<file path="src/rtl/core/spq_pkg.sv">
`default_nettype none
package spq_pkg;

   localparam logic [1:0] CMD_PUSH = 2'd0;
   localparam logic [1:0] CMD_POP  = 2'd1;
   localparam logic [1:0] CMD_PEEK = 2'd2;

   localparam logic [1:0] ST_OK         = 2'd0;
   localparam logic [1:0] ST_POP_EMPTY  = 2'd1;
   localparam logic [1:0] ST_PUSH_FULL  = 2'd2;

   localparam int VALUE_W = 32;
   localparam int COUNT_OUT_W = 5;

   typedef logic [VALUE_W-1:0] value_type;

endpackage
`default_nettype wire

</file>
<file path="src/rtl/core/spq_store.sv">
`default_nettype none
module spq_store
   import spq_pkg::*;
#(
   parameter int DEPTH = 16,
   parameter int AW = 4
) (
   input  wire logic          clock,
   input  wire logic          wr_en,
   input  wire logic [AW-1:0] wr_addr,
   input  wire value_type     wr_data,
   input  wire logic [AW-1:0] rd_addr,
   output value_type          rd_data
);

   value_type mem [DEPTH];
   value_type rd_data_ff;

   always_ff @(posedge clock) begin
      if (wr_en) begin
         mem[wr_addr] <= wr_data;
      end
      rd_data_ff <= mem[rd_addr];
   end

   assign rd_data = rd_data_ff;

endmodule
`default_nettype wire

</file>
<file path="src/rtl/core/sorted_priority_queue.sv">
`default_nettype none
// Bounded max-priority queue holding up to CAPACITY signed 32-bit values in
// descending order in a single-port-write, registered-read memory used as a
// circular buffer. Peek, pop on empty and push on full need no memory access; a
// pop does one memory read to fetch the new head; a push scans from the tail
// toward the head, moving each smaller entry down by one slot, then writes the
// pushed value into the freed slot. A stalled result waits until the output
// register is free. Equal values leave in arrival order. The block takes one
// word at a time: req_stall stays high from acceptance until the result is
// loaded into the output register.
module sorted_priority_queue
   import spq_pkg::*;
#(
   parameter int CAPACITY = 16
) (
   input  wire logic        clock,
   input  wire logic        reset,
   input  wire logic        req_valid,
   output logic             req_stall,
   input  wire logic [1:0]  req_command,
   input  wire logic signed [31:0] req_value,
   output logic             rsp_valid,
   input  wire logic        rsp_stall,
   output logic signed [31:0] rsp_top_value,
   output logic             rsp_not_empty,
   output logic [4:0]       rsp_entry_count,
   output logic [1:0]       rsp_status
);

   localparam int AW = (CAPACITY > 1) ? $clog2(CAPACITY) : 1;
   localparam int CW = $clog2(CAPACITY + 1);

   localparam logic [2:0] S_IDLE  = 3'd0;
   localparam logic [2:0] S_PCHK  = 3'd1;
   localparam logic [2:0] S_PRD   = 3'd2;
   localparam logic [2:0] S_PCMP  = 3'd3;
   localparam logic [2:0] S_POPRD = 3'd4;
   localparam logic [2:0] S_POPW  = 3'd5;
   localparam logic [2:0] S_DONE  = 3'd6;

   logic [2:0]    state_ff, state_in;
   logic [AW-1:0] head_ff, head_in;
   logic [CW-1:0] count_ff, count_in;
   logic [AW-1:0] idx_ff, idx_in;
   value_type     value_ff, value_in;
   value_type     top_ff, top_in;
   logic [1:0]    status_ff, status_in;

   logic          rsp_valid_ff, rsp_valid_in;
   value_type     rsp_top_ff, rsp_top_in;
   logic          rsp_ne_ff, rsp_ne_in;
   logic [4:0]    rsp_cnt_ff, rsp_cnt_in;
   logic [1:0]    rsp_st_ff, rsp_st_in;

   logic          wr_en;
   logic [AW-1:0] wr_addr;
   value_type     wr_data;
   logic [AW-1:0] rd_addr;
   value_type     rd_data;
   logic          accept;
   logic          rsp_free;
   logic [31:0]   count_ext;

   function automatic logic [AW-1:0] phys(input logic [AW-1:0] h, input logic [AW-1:0] l);
      logic [AW:0] s;
      s = {1'b0, h} + {1'b0, l};
      if (s >= (AW+1)'(CAPACITY)) begin
         s = s - (AW+1)'(CAPACITY);
      end
      return s[AW-1:0];
   endfunction

   spq_store #(
      .DEPTH (CAPACITY),
      .AW    (AW)
   ) u_store (
      .clock   (clock),
      .wr_en   (wr_en),
      .wr_addr (wr_addr),
      .wr_data (wr_data),
      .rd_addr (rd_addr),
      .rd_data (rd_data)
   );

   assign req_stall = (state_ff != S_IDLE);
   assign accept    = req_valid && !req_stall;
   assign rsp_free  = !rsp_valid_ff || !rsp_stall;
   assign count_ext = 32'(count_ff);
   assign rd_addr   = (state_ff == S_PRD) ? phys(head_ff, idx_ff - AW'(1)) : head_ff;

   always_comb begin
      state_in     = state_ff;
      head_in      = head_ff;
      count_in     = count_ff;
      idx_in       = idx_ff;
      value_in     = value_ff;
      top_in       = top_ff;
      status_in    = status_ff;
      wr_en        = 1'b0;
      wr_addr      = phys(head_ff, idx_ff);
      wr_data      = value_ff;
      rsp_valid_in = rsp_valid_ff && rsp_stall;
      rsp_top_in   = rsp_top_ff;
      rsp_ne_in    = rsp_ne_ff;
      rsp_cnt_in   = rsp_cnt_ff;
      rsp_st_in    = rsp_st_ff;

      case (state_ff)
         S_IDLE: begin
            if (accept) begin
               value_in  = req_value;
               status_in = ST_OK;
               state_in  = S_DONE;
               if (req_command == CMD_PUSH) begin
                  if (count_ff >= CW'(CAPACITY)) begin
                     status_in = ST_PUSH_FULL;
                  end else begin
                     idx_in   = count_ff[AW-1:0];
                     state_in = S_PCHK;
                  end
               end else if (req_command == CMD_POP) begin
                  if (count_ff == '0) begin
                     status_in = ST_POP_EMPTY;
                  end else begin
                     head_in  = phys(head_ff, AW'(1));
                     count_in = count_ff - CW'(1);
                     state_in = S_POPRD;
                  end
               end
            end
         end
         S_PCHK: begin
            if (idx_ff == '0) begin
               wr_en    = 1'b1;
               top_in   = value_ff;
               count_in = count_ff + CW'(1);
               state_in = S_DONE;
            end else begin
               state_in = S_PRD;
            end
         end
         S_PRD: begin
            state_in = S_PCMP;
         end
         S_PCMP: begin
            wr_en = 1'b1;
            if ($signed(rd_data) >= $signed(value_ff)) begin
               count_in = count_ff + CW'(1);
               state_in = S_DONE;
            end else begin
               wr_data  = rd_data;
               idx_in   = idx_ff - AW'(1);
               state_in = S_PCHK;
            end
         end
         S_POPRD: begin
            state_in = (count_ff == '0) ? S_DONE : S_POPW;
         end
         S_POPW: begin
            top_in   = rd_data;
            state_in = S_DONE;
         end
         S_DONE: begin
            if (rsp_free) begin
               rsp_valid_in = 1'b1;
               rsp_top_in   = (count_ff == '0) ? '0 : top_ff;
               rsp_ne_in    = (count_ff != '0);
               rsp_cnt_in   = count_ext[COUNT_OUT_W-1:0];
               rsp_st_in    = status_ff;
               state_in     = S_IDLE;
            end
         end
         default: begin
            state_in = S_IDLE;
         end
      endcase
   end

   always_ff @(posedge clock) begin
      if (reset) begin
         state_ff     <= S_IDLE;
         head_ff      <= '0;
         count_ff     <= '0;
         rsp_valid_ff <= 1'b0;
      end else begin
         state_ff     <= state_in;
         head_ff      <= head_in;
         count_ff     <= count_in;
         rsp_valid_ff <= rsp_valid_in;
      end
   end

   always_ff @(posedge clock) begin
      idx_ff     <= idx_in;
      value_ff   <= value_in;
      top_ff     <= top_in;
      status_ff  <= status_in;
      rsp_top_ff <= rsp_top_in;
      rsp_ne_ff  <= rsp_ne_in;
      rsp_cnt_ff <= rsp_cnt_in;
      rsp_st_ff  <= rsp_st_in;
   end

   assign rsp_valid       = rsp_valid_ff;
   assign rsp_top_value   = $signed(rsp_top_ff);
   assign rsp_not_empty   = rsp_ne_ff;
   assign rsp_entry_count = rsp_cnt_ff;
   assign rsp_status      = rsp_st_ff;

endmodule
`default_nettype wire

</file>
<file path="config.mk">
export PLATFORM = sky130hd
export DESIGN_NAME = sorted_priority_queue
export DESIGN_NICKNAME = d
export VERILOG_FILES = /design/src/rtl/core/spq_pkg.sv /design/src/rtl/core/spq_store.sv /design/src/rtl/core/sorted_priority_queue.sv
export SDC_FILE = /design/constraint.sdc
export NUM_CORES = 1
export LEC_CHECK = 0
export BUFFER_PORTS_ARGS = -buffer_cell sky130_fd_sc_hd__buf_2
export CAP_MARGIN = 20
export CORE_MARGIN = 2
export CORE_UTILIZATION = 45
export DETAILED_ROUTE_END_ITERATION = 8
export GPL_TIMING_DRIVEN = 0
export PLACE_DENSITY = 0.62
export REMOVE_ABC_BUFFERS = 1
export SYNTH_ARGS = -nofsm -noshare
export SYNTH_HDL_FRONTEND = slang
export SYNTH_SLANG_ARGS = --single-unit
</file>
<file path="constraint.sdc">
create_clock -name clock -period 8.6 [get_ports clock]
set_clock_uncertainty 0.2 [all_clocks]
set_input_delay 1.72 -clock clock [delete_from_list [all_inputs] [get_ports clock]]
set_output_delay 1.72 -clock clock [all_outputs]
set_load 0.05 [all_outputs]
</file>
==> results by group <==
Status
  • Outcome: finished clean

Timing
  • Final hold violation count: 0
  • Final Max Slew Viols: 0
  • F_max: approximately 230 MHz
  • # setup viols final: 0
  • Max-Slew Margin vs Limit: 0.3414
  • Final hold slack: approximately 0.23 ns
  • Slew at the pin closest to its max-slew limit: ~1 ns
  • Final worst path period need: 4.437 ns
  • RSZ-0062 raised after global routing: false
  • Tcrit/Tclk final: 0.5160

Layout
  • Fill cells: roughly 4600
  • Multi-input gate area: ~6700 µm²
  • Nets: approximately 1600
  • Ratio of cells with drive above 1 in the final layout: 0.3068
  • FF+latch area: 19580 µm²
  • Utilization after layout: 0.5376
  • P&R area growth vs syn: 18.44%

Global routing
  • GR Overflow Total: 0
  • Total Routing Usage GR: 0.2004
  • Largest net degree at the start of global routing: 31
  • Initial antenna violation count: 0
  • First-pass GRT wire length: between 80000 and 90000 µm
  • Number of global-route vias before repair: about 13000

Floorplan
  • Ports: 80
  • Die Footprint: just over 60000 µm²
  • Row count: between 80 and 90
  • Core Footprint: about 60000 µm²
  • Die X: 247.5 µm
  • Initial Util: 0.4539
  • DIE HEIGHT: 247.5 µm

Clock tree
  • Hold_buf cts: 0
  • Clk sinks: roughly 670
  • Clock tree buffer depth: 3
  • Clock latency on the worst-skew pair: approximately 0.6 ns
  • Cts bufs inserted: 70
  • Total setup buffers inserted after CTS: 0
  • Clock root cell: clkbuf_16
  • H-tree Lvls: 3
  • CTS resizes: 0
  • TritonCTS clock tree: yes
  • Clock slew at reported path FFs: ~0.060 ns

Yosys
  • Syn_area_per_cell: between 15 and 20 µm²
  • Syn Inst Count: roughly 1400
  • Number of synthesized flops with an enable pin: roughly 620
  • YS warnings: 0
  • Synthesis-stage register bit count: roughly 670
  • Synth area leader: edfxtp_1
  • Register area share after synthesis: 0.7336
  • Synth unique cells: between 50 and 60
  • Top-area cell type share of the netlist area: 0.6999
  • Mapped cell area: between 20000 and 30000 µm²
  • Most common flop cell mapped by yosys: edfxtp_1
  • Ys async rst share: 0
  • Top cells by area, synth: edfxtp_1, mux4_2, dfxtp_1, mux2_2, ha_1

Worst setup path
  • CP Launch Type: flip-flop
  • Critical-path cell list: inv_1 -> ha_1 -> nand4_1 -> nor4_2 -> o21ai_1 -> a31oi_1 -> nor4b_2 -> o21ai_4 -> buf_12 -> mux2_1
  • Crit path largest cell delay: 0.55 ns
  • Crit path max-delay cell type: a31oi_1
  • Required time of the critical path: a little under 9 ns
  • WS Path Type: flip-flop to flip-flop
  • Crit end category: flip-flop
  • Crit path max fanout: 17
  • Worst endpoint data arrival time: around 4.5 ns
  • Reg2Reg Depth: 10

Detailed routing
  • Antenna Violating Nets Remaining: 0
  • Pre-antenna DRT Iters: 5
  • Vias: ~13000
  • Total Routed Length: 59640 µm
  • Number of remaining DRC errors: 0
  • Initial DRC count: 1239
  • WL/cell: between 20 and 30 µm
  • Vias per Instance: ~5.6

Place
  • HPWL after detailed placement: between 30000 and 40000 µm
  • GPL Wtd Cong: 0.7498
  • PortBufs: between 70 and 80

Power
  • Power Dens Cells: 307.6 nW/µm²
  • Max VDD drop: 0.3117 mV
  • LEAKAGE: 10.91 nW

Min path
  • Hold path depth: 0
  • Worst Hold Class: flip-flop to flip-flop

Flow run
  • Max-cap violations: 0
==> cell families after synthesis <==
logic type,synth area share
AO/OA/AOI/OAI,0.03385
XOR/XNOR,0.005533
adder cells (fa/ha/maj),0.02241
buffers and inverters,0.02133
flip-flops,0.7336
multiplexers,0.1483
AND/OR/NAND/NOR,0.03493
==> worst paths after layout <==
check	start	endpoint	slack, ns
setup / recovery	value_ff[8]	u_store.mem[13][7]	4.16
hold / removal	status_ff[1]	rsp_status[1]	0.23
setup reg to reg	value_ff[8]	u_store.mem[13][7]	4.16
hold reg to reg	status_ff[1]	rsp_status[1]	0.23
==> cell usage in the layout, fill, tap and decap left out, types with 3 or more instances in the layout <==
cell and count:
mux4_2 128, clkinv_1 8, bufinv_16 11, nor2_1 23, inv_1 43, mux2_2 52, nor2_4 18, clkbuf_1 6
mux2_1 12, nand2_1 26, nand3_1 6, edfxtp_1 622, xnor2_1 8, dfxtp_1 45, a21o_1 7, mux2i_1 33
xor2_1 7, clkbuf_8 8, nor3_1 3, a211oi_1 16, clkinv_2 16, ha_1 43, o21ai_0 19, buf_2 79
nor2b_1 66, fa_1 3, nand4_1 4, nand2b_1 5, o21ai_1 5, clkbuf_16 71, buf_16 29, buf_12 27
a211oi_2 19, a21oi_1 55
==> layer usage <==
metal,global-route usage,part of all wire
met1,0.2912,0.45
met2,0.3156,0.47
met3,0.03309,0.051
met4,0.05548,0.023
met5,0,0
==> cell usage after synthesis (3+ instances only) <==
cell type and count:
nor3_1 3, edfxtp_1 622, dfxtp_1 45, clkbuf_1 21, buf_6 3, nor2_1 40, fa_1 3, inv_1 45
o21ai_1 5, ha_1 43, nand3_1 6, mux2_1 12, nand2_1 27, xnor2_1 8, buf_8 7, a211oi_2 19
o21ai_0 19, a211oi_1 16, mux2i_1 34, xor2_1 7, a21oi_1 57, buf_2 13, nand4_1 4, buf_4 12
a21o_1 7, nand2b_1 5, mux4_2 128, nor2b_1 66, mux2_2 52
==> state kept, by name, summed over array words and instances, names as in the netlist, 5 cells and up <==
name             flops
count_ff             5
u_store.mem        512
rsp_top_value       32
value_ff            32
u_store.rd_data     32
rsp_entry_count      5
top_ff              32
==> power breakdown <==
part	leakage, nW	internal [mW]	total [mW]	switching (mW)
registers	5.99	4.02	4.19	0.168
logic	3.72	1.02	2.36	1.34
clock network	1.20	1.92	3.17	1.25
total	10.9	6.96	9.72	2.76
==> final cells by class <==
type                    count  area share
diodes                      1  0.00007917
clock buffers              85     0.06041
clock inverters            42     0.01627
inverters                  45    0.005344
multi-input cells         593      0.2127
flip-flops and latches    667      0.6195
well taps                 773     0.03060
repair buffers            136     0.05510
==> critical path, delay by kind of cell (launching register included) <==
kind / cells / cell delay (ns)
AOI/OAI and AO/OA: 3 / 1.23
DFF: 1 / 0.42
muxes: 1 / 0.55
adders and majority gates: 1 / 0.29
and+or+nand+nor: 3 / 1.02
buffers and inverters: 2 / 0.33
==> metrics by stage <==
step	area (µm²)	TNS (ns)	setup slack (ns)	instances	total power [mW]
floorplan	26290	-33.96	-1.071	1305	5.972
global placement	27650	-212.05	-6.724	2157	6.790
detailed placement	29180	0	4.143	2214	6.653
CTS	31600	0	4.132	2341	9.824
global route	31600	0	4.005	2341	10.14
finish	31610	0	4.163	2342	9.723
Power figures use the tool's default switching activity.
